===== config.mk =====
export PLATFORM = sky130hd
export DESIGN_NAME = saturation_gain_calibrator
export DESIGN_NICKNAME = d
export VERILOG_FILES = /design/src/sgc_pkg.sv /design/src/saturation_gain_calibrator.sv /design/src/sgc_counter.sv /design/src/sgc_judge.sv
export SDC_FILE = /design/constraint.sdc
export NUM_CORES = 1
export LEC_CHECK = 0
export BUFFER_PORTS_ARGS = -buffer_cell sky130_fd_sc_hd__buf_2
export CORE_ASPECT_RATIO = 0.75
export CORE_UTILIZATION = 60
export CTS_CLUSTER_SIZE = 8
export DETAILED_ROUTE_END_ITERATION = 8
export GPL_TIMING_DRIVEN = 0
export PLACE_DENSITY = 0.76
export SLEW_MARGIN = 10
export SYNTH_ARGS = -nofsm -noshare
export SYNTH_HDL_FRONTEND = slang
export SYNTH_SLANG_ARGS = --single-unit

===== constraint.sdc =====
create_clock -name clk_i -period 10.23 [get_ports clk_i]
set_input_delay 3.069 -clock clk_i [delete_from_list [all_inputs] [get_ports clk_i]]
set_output_delay 3.069 -clock clk_i [all_outputs]
set_load 0.05 [all_outputs]

===== src/sgc_pkg.sv =====
package sgc_pkg;

  localparam int NUM_CH     = 4;
  localparam int CH_W       = 2;
  localparam int SAMPLE_W   = 12;
  localparam int GAIN_W     = 8;
  localparam int CORR_W     = 4;
  localparam int WIN_CFG_W  = 11;
  localparam int THR_W      = 12;
  localparam int CFG_IDX_W  = 2;
  localparam int CFG_DATA_W = 16;

  localparam logic [GAIN_W-1:0]    GAIN_RESET = 8'd200;
  localparam logic [WIN_CFG_W-1:0] WIN_RESET  = 11'd256;
  localparam logic [THR_W-1:0]     THR_RESET  = 12'd4000;

  // Gain steps for the three saturation bands and the quiet case
  localparam logic signed [CORR_W-1:0] CORR_HEAVY  = -4'sd5;
  localparam logic signed [CORR_W-1:0] CORR_MEDIUM = -4'sd2;
  localparam logic signed [CORR_W-1:0] CORR_LIGHT  = -4'sd1;
  localparam logic signed [CORR_W-1:0] CORR_NONE   = 4'sd0;

  typedef enum logic [CFG_IDX_W-1:0] {
    CFG_WINDOW_LENGTH      = 2'd0,
    CFG_SATURATION_THRESH  = 2'd1
  } sgc_cfg_e;

  typedef struct packed {
    logic [SAMPLE_W-1:0] sample_ch0;
    logic [SAMPLE_W-1:0] sample_ch1;
    logic [SAMPLE_W-1:0] sample_ch2;
    logic [SAMPLE_W-1:0] sample_ch3;
  } sgc_in_t;

  typedef struct packed {
    logic                      write_valid;
    logic [CH_W-1:0]           channel;
    logic [GAIN_W-1:0]         new_gain;
    logic signed [CORR_W-1:0]  correction;
    logic                      status;
    logic                      last;
  } sgc_out_t;

endpackage


===== src/saturation_gain_calibrator.sv =====
// Path: a frame that closes a window reaches out_* as its first result transaction
//   through the snapshot, pending buffer and result registers.
// Throughput: one frame per cycle inside a window; a window-closing frame waits
//   for a free snapshot slot and for the earlier results to drain.
// Reset: counts and frame counter clear, gains 200, window 256, threshold 4000.
module saturation_gain_calibrator import sgc_pkg::*; #(
  parameter int MAX_WINDOW = 1024
) (
  input  logic                  clk_i,
  input  logic                  rst_ni,
  input  logic                  in_valid_i,
  output logic                  in_stall_o,
  input  sgc_in_t               in_data_i,
  output logic                  out_valid_o,
  input  logic                  out_stall_i,
  output sgc_out_t              out_data_o,
  input  logic                  cfg_valid_i,
  output logic                  cfg_ready_o,
  input  logic [CFG_IDX_W-1:0]  cfg_index_i,
  input  logic [CFG_DATA_W-1:0] cfg_data_i
);

  // Counts never exceed the window, so this is wide enough for both.
  localparam int CNT_W  = $clog2(MAX_WINDOW + 1);
  localparam int PROD_W = CNT_W + 5;
  localparam int WIN_RST_INT = (int'(WIN_RESET) > MAX_WINDOW) ? MAX_WINDOW
                                                              : int'(WIN_RESET);
  localparam logic [CNT_W-1:0]  WIN_RST     = CNT_W'(WIN_RST_INT);
  localparam logic [PROD_W-1:0] THR_HI_RST  = PROD_W'(WIN_RST_INT * 7);
  localparam logic [PROD_W-1:0] THR_MID_RST = PROD_W'(WIN_RST_INT * 4);
  localparam logic [PROD_W-1:0] THR_LO_RST  = PROD_W'(WIN_RST_INT);

  logic [WIN_CFG_W-1:0] cfg_win_q;
  logic [THR_W-1:0]     cfg_thr_q;
  logic                 cfg_write;

  // Effective window and band limits, re-derived every cycle from config.
  logic [CNT_W-1:0]     win_q, win_d;
  logic [PROD_W-1:0]    thr_hi_q, thr_hi_d;
  logic [PROD_W-1:0]    thr_mid_q, thr_mid_d;
  logic [PROD_W-1:0]    thr_lo_q, thr_lo_d;

  logic                         pend_busy;
  logic                         snap_valid;
  logic [NUM_CH-1:0][CNT_W-1:0] snap_cnt;

  // Config writes are always taken; unknown indexes drop silently.
  assign cfg_ready_o = 1'b1;
  assign cfg_write   = cfg_valid_i && cfg_ready_o;

  always_ff @(posedge clk_i or negedge rst_ni) begin
    if (!rst_ni) begin
      cfg_win_q <= WIN_RESET;
      cfg_thr_q <= THR_RESET;
    end else if (cfg_write) begin
      unique case (cfg_index_i)
        CFG_WINDOW_LENGTH:     cfg_win_q <= cfg_data_i[WIN_CFG_W-1:0];
        CFG_SATURATION_THRESH: cfg_thr_q <= cfg_data_i[THR_W-1:0];
        default: ;
      endcase
    end
  end

  // Clamp the window to [1, MAX_WINDOW]; a zero length acts as one frame.
  always_comb begin
    if (cfg_win_q == '0) begin
      win_d = CNT_W'(1);
    end else if (32'(cfg_win_q) > 32'(MAX_WINDOW)) begin
      win_d = CNT_W'(MAX_WINDOW);
    end else begin
      win_d = CNT_W'(cfg_win_q);
    end
    thr_hi_d  = PROD_W'(win_d) * PROD_W'(7);
    thr_mid_d = PROD_W'(win_d) * PROD_W'(4);
    thr_lo_d  = PROD_W'(win_d);
  end

  always_ff @(posedge clk_i or negedge rst_ni) begin
    if (!rst_ni) begin
      win_q     <= WIN_RST;
      thr_hi_q  <= THR_HI_RST;
      thr_mid_q <= THR_MID_RST;
      thr_lo_q  <= THR_LO_RST;
    end else begin
      win_q     <= win_d;
      thr_hi_q  <= thr_hi_d;
      thr_mid_q <= thr_mid_d;
      thr_lo_q  <= thr_lo_d;
    end
  end

  // Frame register, per-channel saturation counts and the window snapshot.
  sgc_counter #(
    .CNT_W (CNT_W)
  ) u_counter (
    .clk_i        (clk_i),
    .rst_ni       (rst_ni),
    .in_valid_i   (in_valid_i),
    .in_stall_o   (in_stall_o),
    .in_data_i    (in_data_i),
    .thr_i        (cfg_thr_q),
    .win_i        (win_q),
    .pend_busy_i  (pend_busy),
    .snap_valid_o (snap_valid),
    .snap_cnt_o   (snap_cnt)
  );

  // Band decision, gain update, one result transaction per cycle when not stalled.
  sgc_judge #(
    .CNT_W (CNT_W)
  ) u_judge (
    .clk_i        (clk_i),
    .rst_ni       (rst_ni),
    .snap_valid_i (snap_valid),
    .snap_cnt_i   (snap_cnt),
    .thr_hi_i     (thr_hi_q),
    .thr_mid_i    (thr_mid_q),
    .thr_lo_i     (thr_lo_q),
    .pend_busy_o  (pend_busy),
    .out_valid_o  (out_valid_o),
    .out_stall_i  (out_stall_i),
    .out_data_o   (out_data_o)
  );

endmodule


===== src/sgc_counter.sv =====
module sgc_counter import sgc_pkg::*; #(
  parameter int CNT_W = 11
) (
  input  logic                           clk_i,
  input  logic                           rst_ni,
  input  logic                           in_valid_i,
  output logic                           in_stall_o,
  input  sgc_in_t                        in_data_i,
  input  logic [THR_W-1:0]               thr_i,
  input  logic [CNT_W-1:0]               win_i,
  input  logic                           pend_busy_i,
  output logic                           snap_valid_o,
  output logic [NUM_CH-1:0][CNT_W-1:0]   snap_cnt_o
);

  logic                          s1_valid_q, s1_valid_d;
  sgc_in_t                       s1_data_q;
  logic [NUM_CH-1:0][CNT_W-1:0]  cnt_q, cnt_d, cnt_inc;
  logic [CNT_W-1:0]              frame_q, frame_d;
  logic                          snap_valid_q, snap_valid_d;
  logic [NUM_CH-1:0][CNT_W-1:0]  snap_cnt_q;
  logic [NUM_CH-1:0][SAMPLE_W-1:0] samples;
  logic [CNT_W:0]                frame_next;
  logic                          win_end, free, fire, accept;

  assign samples = {s1_data_q.sample_ch3, s1_data_q.sample_ch2,
                    s1_data_q.sample_ch1, s1_data_q.sample_ch0};

  assign frame_next = {1'b0, frame_q} + {{CNT_W{1'b0}}, 1'b1};
  assign win_end    = frame_next >= {1'b0, win_i};
  // a window end needs both the evaluation slot and the result buffer empty
  assign free       = !snap_valid_q && !pend_busy_i;
  assign fire       = s1_valid_q && (!win_end || free);
  assign in_stall_o = s1_valid_q && !fire;
  assign accept     = in_valid_i && !in_stall_o;

  always_comb begin
    for (int i = 0; i < NUM_CH; i++) begin
      cnt_inc[i] = cnt_q[i] + {{(CNT_W-1){1'b0}}, (samples[i] > thr_i)};
    end
    s1_valid_d   = accept ? 1'b1 : (fire ? 1'b0 : s1_valid_q);
    cnt_d        = cnt_q;
    frame_d      = frame_q;
    snap_valid_d = 1'b0;
    if (fire) begin
      if (win_end) begin
        cnt_d        = '0;
        frame_d      = '0;
        snap_valid_d = 1'b1;
      end else begin
        cnt_d   = cnt_inc;
        frame_d = frame_next[CNT_W-1:0];
      end
    end
  end

  always_ff @(posedge clk_i or negedge rst_ni) begin
    if (!rst_ni) begin
      s1_valid_q   <= 1'b0;
      cnt_q        <= '0;
      frame_q      <= '0;
      snap_valid_q <= 1'b0;
    end else begin
      s1_valid_q   <= s1_valid_d;
      cnt_q        <= cnt_d;
      frame_q      <= frame_d;
      snap_valid_q <= snap_valid_d;
    end
  end

  always_ff @(posedge clk_i) begin
    if (accept) begin
      s1_data_q <= in_data_i;
    end
    if (fire && win_end) begin
      snap_cnt_q <= cnt_inc;
    end
  end

  assign snap_valid_o = snap_valid_q;
  assign snap_cnt_o   = snap_cnt_q;

`ifndef SYNTHESIS
  a_snap_into_empty_buffer: assert property (@(posedge clk_i) disable iff (!rst_ni)
    snap_valid_q |-> !pend_busy_i)
    else $error("window snapshot taken while result buffer busy");

  a_snap_single_cycle: assert property (@(posedge clk_i) disable iff (!rst_ni)
    snap_valid_q |=> !snap_valid_q)
    else $error("back-to-back window snapshots");

  a_hold_on_stall: assert property (@(posedge clk_i) disable iff (!rst_ni)
    (s1_valid_q && win_end && !free) |=> (s1_valid_q && $stable(s1_data_q)
                                          && $stable(frame_q)))
    else $error("window-end frame lost while downstream busy");
`endif

endmodule


===== src/sgc_judge.sv =====
module sgc_judge import sgc_pkg::*; #(
  parameter int CNT_W = 11
) (
  input  logic                           clk_i,
  input  logic                           rst_ni,
  input  logic                           snap_valid_i,
  input  logic [NUM_CH-1:0][CNT_W-1:0]   snap_cnt_i,
  input  logic [CNT_W+4:0]               thr_hi_i,
  input  logic [CNT_W+4:0]               thr_mid_i,
  input  logic [CNT_W+4:0]               thr_lo_i,
  output logic                           pend_busy_o,
  output logic                           out_valid_o,
  input  logic                           out_stall_i,
  output sgc_out_t                       out_data_o
);

  localparam int PROD_W = CNT_W + 5;

  logic [NUM_CH-1:0][GAIN_W-1:0]  gain_q, gain_d;
  logic [NUM_CH-1:0][GAIN_W-1:0]  gain_upd;
  logic [NUM_CH-1:0][CORR_W-1:0]  corr;
  logic [NUM_CH-1:0]              corr_mask;
  logic [NUM_CH-1:0][PROD_W-1:0]  cnt_x10, cnt_x20;

  logic                           pend_busy_q, pend_busy_d;
  logic [NUM_CH-1:0]              pend_mask_q, pend_mask_d;
  logic [NUM_CH-1:0][GAIN_W-1:0]  pend_gain_q;
  logic [NUM_CH-1:0][CORR_W-1:0]  pend_corr_q;

  logic                           out_valid_q, out_valid_d;
  sgc_out_t                       out_q, out_d;
  logic                           out_load;
  logic [CH_W-1:0]                sel;
  logic [NUM_CH-1:0]              mask_rest;

  // Bands: count > floor(7w/10) <=> 10c > 7w, likewise for 4w, and
  // count > floor(5w/100) <=> 20c > w.
  always_comb begin
    for (int i = 0; i < NUM_CH; i++) begin
      cnt_x10[i] = PROD_W'(snap_cnt_i[i]) * PROD_W'(10);
      cnt_x20[i] = PROD_W'(snap_cnt_i[i]) * PROD_W'(20);
      if (cnt_x10[i] > thr_hi_i) begin
        corr[i] = CORR_HEAVY;
      end else if (cnt_x10[i] > thr_mid_i) begin
        corr[i] = CORR_MEDIUM;
      end else if (cnt_x20[i] > thr_lo_i) begin
        corr[i] = CORR_LIGHT;
      end else begin
        corr[i] = CORR_NONE;
      end
      corr_mask[i] = (corr[i] != CORR_NONE);
      gain_upd[i]  = gain_q[i] + {{(GAIN_W-CORR_W){corr[i][CORR_W-1]}}, corr[i]};
      gain_d[i]    = (snap_valid_i && corr_mask[i]) ? gain_upd[i] : gain_q[i];
    end
  end

  always_comb begin
    sel = '0;
    for (int i = NUM_CH - 1; i >= 0; i--) begin
      if (pend_mask_q[i]) begin
        sel = CH_W'(i);
      end
    end
    mask_rest      = pend_mask_q;
    mask_rest[sel] = 1'b0;
  end

  assign out_load = !out_valid_q || !out_stall_i;

  always_comb begin
    pend_busy_d = pend_busy_q;
    pend_mask_d = pend_mask_q;
    out_valid_d = out_valid_q;
    out_d       = out_q;
    if (out_load) begin
      out_valid_d = pend_busy_q;
      if (pend_busy_q) begin
        if (pend_mask_q == '0) begin
          out_d = '{write_valid: 1'b0, channel: '0, new_gain: '0,
                    correction: CORR_NONE, status: 1'b0, last: 1'b1};
        end else begin
          out_d = '{write_valid: 1'b1, channel: sel, new_gain: pend_gain_q[sel],
                    correction: pend_corr_q[sel], status: 1'b1,
                    last: (mask_rest == '0)};
        end
        pend_mask_d = mask_rest;
        pend_busy_d = (mask_rest != '0);
      end
    end
    if (snap_valid_i) begin
      pend_busy_d = 1'b1;
      pend_mask_d = corr_mask;
    end
  end

  always_ff @(posedge clk_i or negedge rst_ni) begin
    if (!rst_ni) begin
      gain_q      <= {NUM_CH{GAIN_RESET}};
      pend_busy_q <= 1'b0;
      pend_mask_q <= '0;
      out_valid_q <= 1'b0;
    end else begin
      gain_q      <= gain_d;
      pend_busy_q <= pend_busy_d;
      pend_mask_q <= pend_mask_d;
      out_valid_q <= out_valid_d;
    end
  end

  always_ff @(posedge clk_i) begin
    out_q <= out_d;
    if (snap_valid_i) begin
      pend_gain_q <= gain_upd;
      pend_corr_q <= corr;
    end
  end

  assign pend_busy_o = pend_busy_q;
  assign out_valid_o = out_valid_q;
  assign out_data_o  = out_q;

`ifndef SYNTHESIS
  a_mask_implies_busy: assert property (@(posedge clk_i) disable iff (!rst_ni)
    (pend_mask_q != '0) |-> pend_busy_q)
    else $error("pending corrections without busy flag");

  a_write_is_corrected: assert property (@(posedge clk_i) disable iff (!rst_ni)
    (out_valid_q && out_q.write_valid) |-> (out_q.status && out_q.correction != CORR_NONE))
    else $error("gain write without a correction");

  a_run_ends_with_last: assert property (@(posedge clk_i) disable iff (!rst_ni)
    $fell(pend_busy_q) |-> (out_valid_q && out_q.last))
    else $error("run drained without a last transaction");
`endif

endmodule

==> key figures, run 1 <==
Worst setup path
  – Worst Reg-to-Reg Cells: 24
  – FF-to-FF End: u_judge.pend_gain_q[23]$_DFFE_PP_
  – WS Path Type: flop to flop
  – Crit path DAT: 7.21 ns
  – Slowest-stage cell, CP: a32oi_4
  – R2r startpoint: u_counter.snap_cnt_o[23]$_DFFE_PP_
  – Top cell family by delay on the critical path: compound AO/OA/AOI/OAI gates
  – CP startpoint: u_counter.snap_cnt_o[23]$_DFFE_PP_
  – Worst setup EP type: flop
  – Critical Path, Cell by Cell: ha_1 -> ha_1 -> fa_1 -> a21o_1 -> a21oi_1 -> o21bai_1 -> a21oi_1 -> xnor2_1 -> ha_1 -> nand3_1 -> o22ai_1 -> o211a_1 -> a211oi_1 -> o21ai_0 -> a32oi_4 -> nand2_4 -> clkbuf_1 -> ha_1 -> o21a_1 -> nor2b_1 -> nand2_1 -> or4_1 -> a211o_1 -> o311a_1
  – Internal reg-to-reg setup slack: around 3.3 ns
  – Worst EP required: 10.51 ns
  – Largest stage delay, worst path: 0.50 ns
  – Critical Path Most Common Cell: ha_1
  – CP bufs+invs: 1
  – Crit Path Max Fanout: 13
  – Critical Path Start Type: flop

Cells and area
  – Commonest non-fill, non-tap cell in the layout: ha_1
  – Layout Nets: 2370
  – Ant diodes: 0
  – Proportion of layout cells with a drive suffix above 1: between 10% and 20%
  – Commonest non-fill, non-tap cells in the layout: ha_1, edfxtp_1, dfrtp_1
  – Area Growth Syn to Fin: 11.5%
  – Finished Layout Cells: 2448
  – Fill count: 2403
  – Util after Layout: about two thirds

Pwr
  – NetSw: between 2 and 2.5 mW
  – Total power: 6.03 mW
  – Combinational power share: 49.7%
  – Int Pwr: 3.57 mW
  – Switching Share: 40.8%
  – VDD IR-drop max: 0.000146 V
  – Clock power share: 21.5%
  – Flop pwr share: 28.8%
  – Leakage Power: 10.1 nW
  – Pwr dens: 270 nW/um2

Hold path
  – Worst hold endpoint: u_judge.gain_q[19]$_DFFE_PN1P_
  – Worst hold stages: 2
  – Hold_sp: u_judge.gain_q[19]$_DFFE_PN1P_
  – Min-delay worst type: flop to flop

Drt
  – Drt total wl: 49900 um
  – Total iterations of the first detailed-routing run: 7
  – Via Count: 15359
  – Drt first-iter violations: ~1500
  – DR vias/cell: 6.27
  – Routed WL per cell: 20.4 um
  – DRC: 0
  – Antenna-violating nets left: 0

STA
  – Slew headroom: between 30% and 40%
  – Final Critical Period: 6.93 ns
  – Final setup fails: 0
  – Max-slew violation count: 0
  – Max Clk Rate: between 100 and 150 MHz
  – Worst Tran Pin Value: 0.921 ns
  – Post-route setup slack: around 3.3 ns
  – Final Hold Violating Endpoints: 0
  – RSZ-0062 raised after global routing: false
  – Clk_skew: roughly 0.013 ns
  – Setup TNS: 0 ns
  – Tcrit/Tclk final: around two thirds

Global routing
  – GRT overflow: 0
  – Largest net degree at the start of global routing: 87
  – First-pass GRT wire length: 79400 um
  – Antenna violations before repair: 0
  – Vias in the first global route: approximately 15000
  – Total GRT Usage: 29.8%

Yosys
  – Syn Nets: 2237
  – Post-Syn Area: roughly 20000 um2
  – Synth Warn #: 0
  – Synth Flop Type: edfxtp_1
  – Post-Syn Instances: ~1800
  – Register bit total from synthesis: between 200 and 300
  – Avg Cell Area, Syn: 10.9 um2
  – Sequential share of the synthesized area: 40.5%
  – Post-synth EDFFs: 151
  – Ys async rst share: 48.5%
  – Yosys cell types: 84

Die
  – Initial core utilization: 61.4%
  – Die W: 213 um
  – Cell Rows: 57
  – IO Pins: between 90 and 100
  – Core box area: 32600 um2
  – Die height: 160 um
  – Full die area: 34100 um2

CTS
  – Post-CTS sizing: 0
  – Clock latency on the worst-skew pair: ~0.54 ns
  – Num CTS Buffers: 42
  – Clk Tree Root Cell: clkbuf_16
  – Clock Sink Count: 293
  – CTS tree: built
  – Longest Clk Path Bufs: 3
  – Worst-path clk slew: around 0.060 ns
  – Hold Buf Count CTS: 0
  – Post-CTS Setup Bufs: 0
  – H-Tree Depth: 2

Placed design
  – Worst slack at placement: 3.46 ns
  – Number of I/O port buffers: 85
  – Routability cong.: 0.922
  – Hpwl dp: 37400 um
  – Placed insts: between 2000 and 2500

Job
  – Max-cap violation count: 0

Run status
  – Outcome: finished, final reports clean
==> area by class of cell <==
cell class	instances	area [um2]	area share, %
Inverter	87	327	1.46
Timing Repair Buffer	89	531	2.37
Clock inverter	1	8.76	0.0392
Buffer	51	206	0.924
Clock buffer	74	1200	5.38
Sequential cell	293	8120	36.3
Multi-Input combinational cell	1411	11400	51.0
Tap cell	442	553	2.48
==> metal layers <==
metal	track usage [%]	wire, um	vias to the layer above
met5	0	0	-
met1	45.5	23900	7493
met4	7.00	908	0
met3	6.47	4030	83
met2	42.9	21000	539
li1	-	-	7244
==> cell families after synthesis <==
kind of cell	share of synthesized area, %
and+or+nand+nor	12.8
buffers and inverters	2.66
adders and majority gates	21.0
muxes	2.60
xor gates and xnor gates	5.03
DFF	40.5
AOI/OAI and AO/OA	15.4
other	0.0187
==> metrics by stage <==
stage,area (um2),hold WS (ns)
after detailed placement,21100,0.474
after CTS,22300,0.480
after floorplan,20000,0.452
final,22300,0.483
after global routing,22300,0.503
after global placement,21000,0.464
==> how the worst max path moves through the flow <==
stage | endpoint | cells after the start
2_1_floorplan | in_stall_o | 10
3_3_place_gp | u_counter.s1_data_q[24]$_DFFE_PP_ | 2
3_5_place_dp | u_judge.pend_gain_q[23]$_DFFE_PP_ | 24
4_1_cts | in_stall_o | 11
5_1_grt | u_judge.pend_gain_q[23]$_DFFE_PP_ | 24
6_report | u_judge.pend_gain_q[23]$_DFFE_PP_ | 24
==> cell usage after synthesis, types with 36 or more instances <==
library cell	instances	area, um2
inv_1	87	327
dfrtp_1	119	2980
xnor2_1	70	613
mux2_2	40	450
nor2_1	92	345
clkbuf_1	40	150
nor3_1	36	180
a21o_1	63	473
a21oi_1	104	521
edfxtp_1	151	4530
o21ai_0	71	355
nand3_1	58	290
ha_1	309	3870
nor2b_1	39	244
xor2_1	45	394
nand2_1	82	308
==> sequential cells by signal (all words and copies together), names as in the netlist, 12 cells and up <==
| signal | flops |
|---|---|
| u_counter.s1_data_q | 48 |
| u_judge.out_data_o | 15 |
| u_counter.cnt_q | 44 |
| u_judge.pend_gain_q | 32 |
| thr_hi_q | 13 |
| u_judge.pend_corr_q | 12 |
| u_judge.gain_q | 32 |
| cfg_thr_q | 12 |
| u_counter.snap_cnt_o | 44 |
==> power groups by stage <==
stage          registers [mW]  clock network, mW  logic [mW]
5_1_grt                  1.76               1.37        3.31
4_1_cts                  1.73               1.31        2.93
6_report                 1.74               1.30        3.00
3_5_place_dp             1.75                  0        2.90
2_1_floorplan            1.76                  0        2.12
3_3_place_gp             1.75                  0        2.75
==> tightest hold or removal path, cell delays in order (launching register included) <==
cell	delay [ns]
dfstp_2	0.37
nand2_1	0.05
o31ai_1	0.06
(Power assumes the default switching activity.)
==> run 2, diff against run 1 <==
==> constraint.sdc (replaced) <==
create_clock -name clk_i -period 6.45 [get_ports clk_i]
set_input_delay 1.935 -clock clk_i [delete_from_list [all_inputs] [get_ports clk_i]]
set_output_delay 1.935 -clock clk_i [all_outputs]
set_load 0.05 [all_outputs]
==> key figures, run 2 (synthesis gave the netlist of run 1 again) <==
Run status
  – Outcome: finished, final reports clean (unchanged)

Worst setup path
  – CP startpoint: u_counter.snap_cnt_o[25]$_DFFE_PP_ (was u_counter.snap_cnt_o[23]$_DFFE_PP_)
  – FF-to-FF End: u_judge.pend_gain_q[23]$_DFFE_PP_ (unchanged)
  – Worst setup EP type: flop (unchanged)
  – Critical Path Start Type: flop (unchanged)
  – Largest stage delay, worst path: 0.42 ns (was 0.50 ns)
  – Worst EP required: 6.73 ns (was 10.51 ns)
  – Slowest-stage cell, CP: or4_1 (was a32oi_4)
  – Top cell family by delay on the critical path: compound AO/OA/AOI/OAI gates (unchanged)
  – R2r startpoint: u_counter.snap_cnt_o[25]$_DFFE_PP_ (was u_counter.snap_cnt_o[23]$_DFFE_PP_)
  – Crit Path Max Fanout: 6 (was 13)
  – Worst Reg-to-Reg Cells: 27 (was 24)
  – Critical Path Most Common Cell: ha_1 (unchanged)
  – Crit path to: u_judge.pend_gain_q[23]$_DFFE_PP_ (unchanged)
  – WS Path Type: flop to flop (unchanged)
  – Critical path depth in cells: 27 (was 24)
  – Internal reg-to-reg setup slack: 0.19 ns (was 3.30 ns)
  – CP bufs+invs: 2 (was 1)
  – Crit path DAT: 6.54 ns (was 7.21 ns)

STA
  – Max-slew violation count: 0 (unchanged)
  – Final Critical Period: 6.26 ns (was 6.93 ns)
  – Clk_skew: 0.0151 ns (was 0.0134 ns)
  – Slew headroom: 40.2% (was 38.6%)
  – Worst Tran Pin Value: 0.889 ns (was 0.921 ns)
  – Tcrit/Tclk final: 97.1% (was 67.7%)
  – Max Clk Rate: 160 MHz (was 144 MHz)
  – Final Hold Violating Endpoints: 0 (unchanged)
  – Setup TNS: 0 ns (unchanged)
  – Hold WS: 0.483 ns (about the same)
  – Final setup fails: 0 (unchanged)

Cells and area
  – Non-Filler Cell Area, Final: 22500 um2 (was 22300 um2)
  – Proportion of layout cells with a drive suffix above 1: 12.6% (was 11.5%)
  – Ant diodes: 0 (unchanged)
  – Commonest non-fill, non-tap cell in the layout: ha_1 (unchanged)
  – Area Growth Syn to Fin: 12.4% (was 11.5%)
  – Layout Nets: 2376 (was 2370)
  – Max reg flops: 48 (unchanged)
  – Util after Layout: 69.0% (was 68.5%)
  – Commonest non-fill, non-tap cells in the layout: ha_1, edfxtp_1, dfrtp_1 (unchanged)
  – Largest register by flop count: u_counter.s1_data_q (unchanged)
  – Finished Layout Cells: 2454 (was 2448)

CTS
  – Clock latency on the worst-skew pair: 0.53 ns (was 0.54 ns)
  – Num CTS Buffers: 42 (unchanged)
  – Hold Buf Count CTS: 0 (unchanged)
  – Longest Clk Path Bufs: 3 (unchanged)
  – Clock Sink Count: 293 (unchanged)
  – Worst-path clk slew: 0.05 ns (was 0.06 ns)
  – H-Tree Depth: 2 (unchanged)
  – Clk Tree Root Cell: clkbuf_16 (unchanged)
  – CTS tree: built (unchanged)

Pwr
  – Pwr dens: 429 nW/um2 (was 270 nW/um2)
  – Leakage Power: 10.1 nW (about the same)
  – VDD IR-drop max: 0.000232 V (was 0.000146 V)

Global routing
  – Largest net degree at the start of global routing: 87 (unchanged)
  – First-pass GRT wire length: 79500 um (was 79400 um)
  – GRT overflow: 0 (unchanged)
  – Total GRT Usage: 29.9% (was 29.8%)
  – Vias in the first global route: 15087 (was 15048)
  – Antenna violations before repair: 0 (unchanged)

Die
  – Full die area: 34100 um2 (unchanged)
  – Core box area: 32600 um2 (unchanged)
  – Initial core utilization: 61.4% (unchanged)
  – IO Pins: 91 (unchanged)
  – Cell Rows: 57 (unchanged)
  – Die W: 213 um (unchanged)
  – Die height: 160 um (unchanged)

Placed design
  – Routability cong.: 0.922 (unchanged)
  – Placed inst area: 21100 um2 (unchanged)
  – Placed insts: 2373 (unchanged)
  – Number of I/O port buffers: 85 (unchanged)
  – Hpwl dp: 37400 um (unchanged)

Hold path
  – Min-delay worst type: flop to flop (unchanged)

Drt
  – DR vias/cell: 6.26 (was 6.27)
  – Routed WL per cell: 20.4 um (about the same)
  – Total iterations of the first detailed-routing run: 5 (was 7)
  – Drt total wl: 50000 um (was 49900 um)
  – Drt first-iter violations: 1675 (was 1544)
  – Antenna-violating nets left: 0 (unchanged)
  – Via Count: 15371 (was 15359)
  – DRC: 0 (unchanged)

Job
  – Max-cap violation count: 0 (unchanged)
run 2: changes by cell type in the layout (fill, tap and decap cells not counted), moves of 2 or more:
cell / before / now
xnor2_1: 70 / 68
clkbuf_1: 70 / 67
a21oi_2: 0 / 4
a21oi_1: 104 / 100
buf_12: 2 / 4
buf_4: 3 / 9
run 2: timing repair:
item / 4_1_cts / 5_1_grt
endpoints found under the setup margin: 7 / 22
setup buffers: 2 / 5
pin swaps: 2 / 6
gates resized for setup: 8 / 15
run 2: layout make-up:
cell class	count	area [um2]
repair buffers	96	608
inverters	87	327
clock buffers	74	1200
multi-input cells	1411	11500
flip-flops and latches	293	8120
fillers	2382	10100
well taps	442	553
clock inverters	1	8.76
plain buffers	50	210
run 2: power breakdown:
group / total (mW) / switching (mW) / internal [mW] / leakage [nW]
sequential: 2.75 / 0.218 / 2.53 / 3.17
combinational: 4.86 / 2.91 / 1.95 / 6.38
clock: 2.06 / 0.807 / 1.25 / 0.577
total: 9.66 / 3.93 / 5.73 / 10.1
run 2: worst min-delay path, delay by kind of cell (launching register included):
family	cells	cell delay, ns
DFF	1	0.37
and+or+nand+nor	1	0.05
AOI/OAI and AO/OA	1	0.06
run 2: worst min-delay path by stage:
stage | to | slack [ns] | depth (start not counted) | start
floorplan | u_judge.gain_q[16]$_DFFE_PN0P_ | 0.45 | 2 | u_judge.gain_q[16]$_DFFE_PN0P_
global placement | u_judge.gain_q[16]$_DFFE_PN0P_ | 0.46 | 2 | u_judge.gain_q[16]$_DFFE_PN0P_
detailed placement | u_judge.gain_q[19]$_DFFE_PN1P_ | 0.47 | 2 | u_judge.gain_q[19]$_DFFE_PN1P_
CTS | u_judge.gain_q[19]$_DFFE_PN1P_ | 0.48 | 2 | u_judge.gain_q[19]$_DFFE_PN1P_
global route | u_judge.gain_q[31]$_DFFE_PN1P_ | 0.50 | 1 | u_judge.gain_q[31]$_DFFE_PN1P_
finish | u_judge.gain_q[19]$_DFFE_PN1P_ | 0.48 | 2 | u_judge.gain_q[19]$_DFFE_PN1P_
run 2: routing by layer:
metal | share of wire, % | GRT usage (%) | routed length, um | up-vias
met5 | 0 | 0 | 0 | -
met4 | 1.7 | 7.06 | 867 | 0
met3 | 8.1 | 6.73 | 4080 | 76
met2 | 42 | 43.0 | 21100 | 546
met1 | 48 | 45.3 | 24000 | 7496
li1 | - | - | - | 7253
run 2: metrics by stage:
| step | power [mW] | worst slack (ns) |
|---|---|---|
| after floorplan | 6.15 | 0.542 |
| after global placement | 7.15 | -0.285 |
| after detailed placement | 7.37 | -0.318 |
| after CTS | 9.54 | 0.0537 |
| after global routing | 10.3 | -0.0406 |
| final | 9.66 | 0.187 |
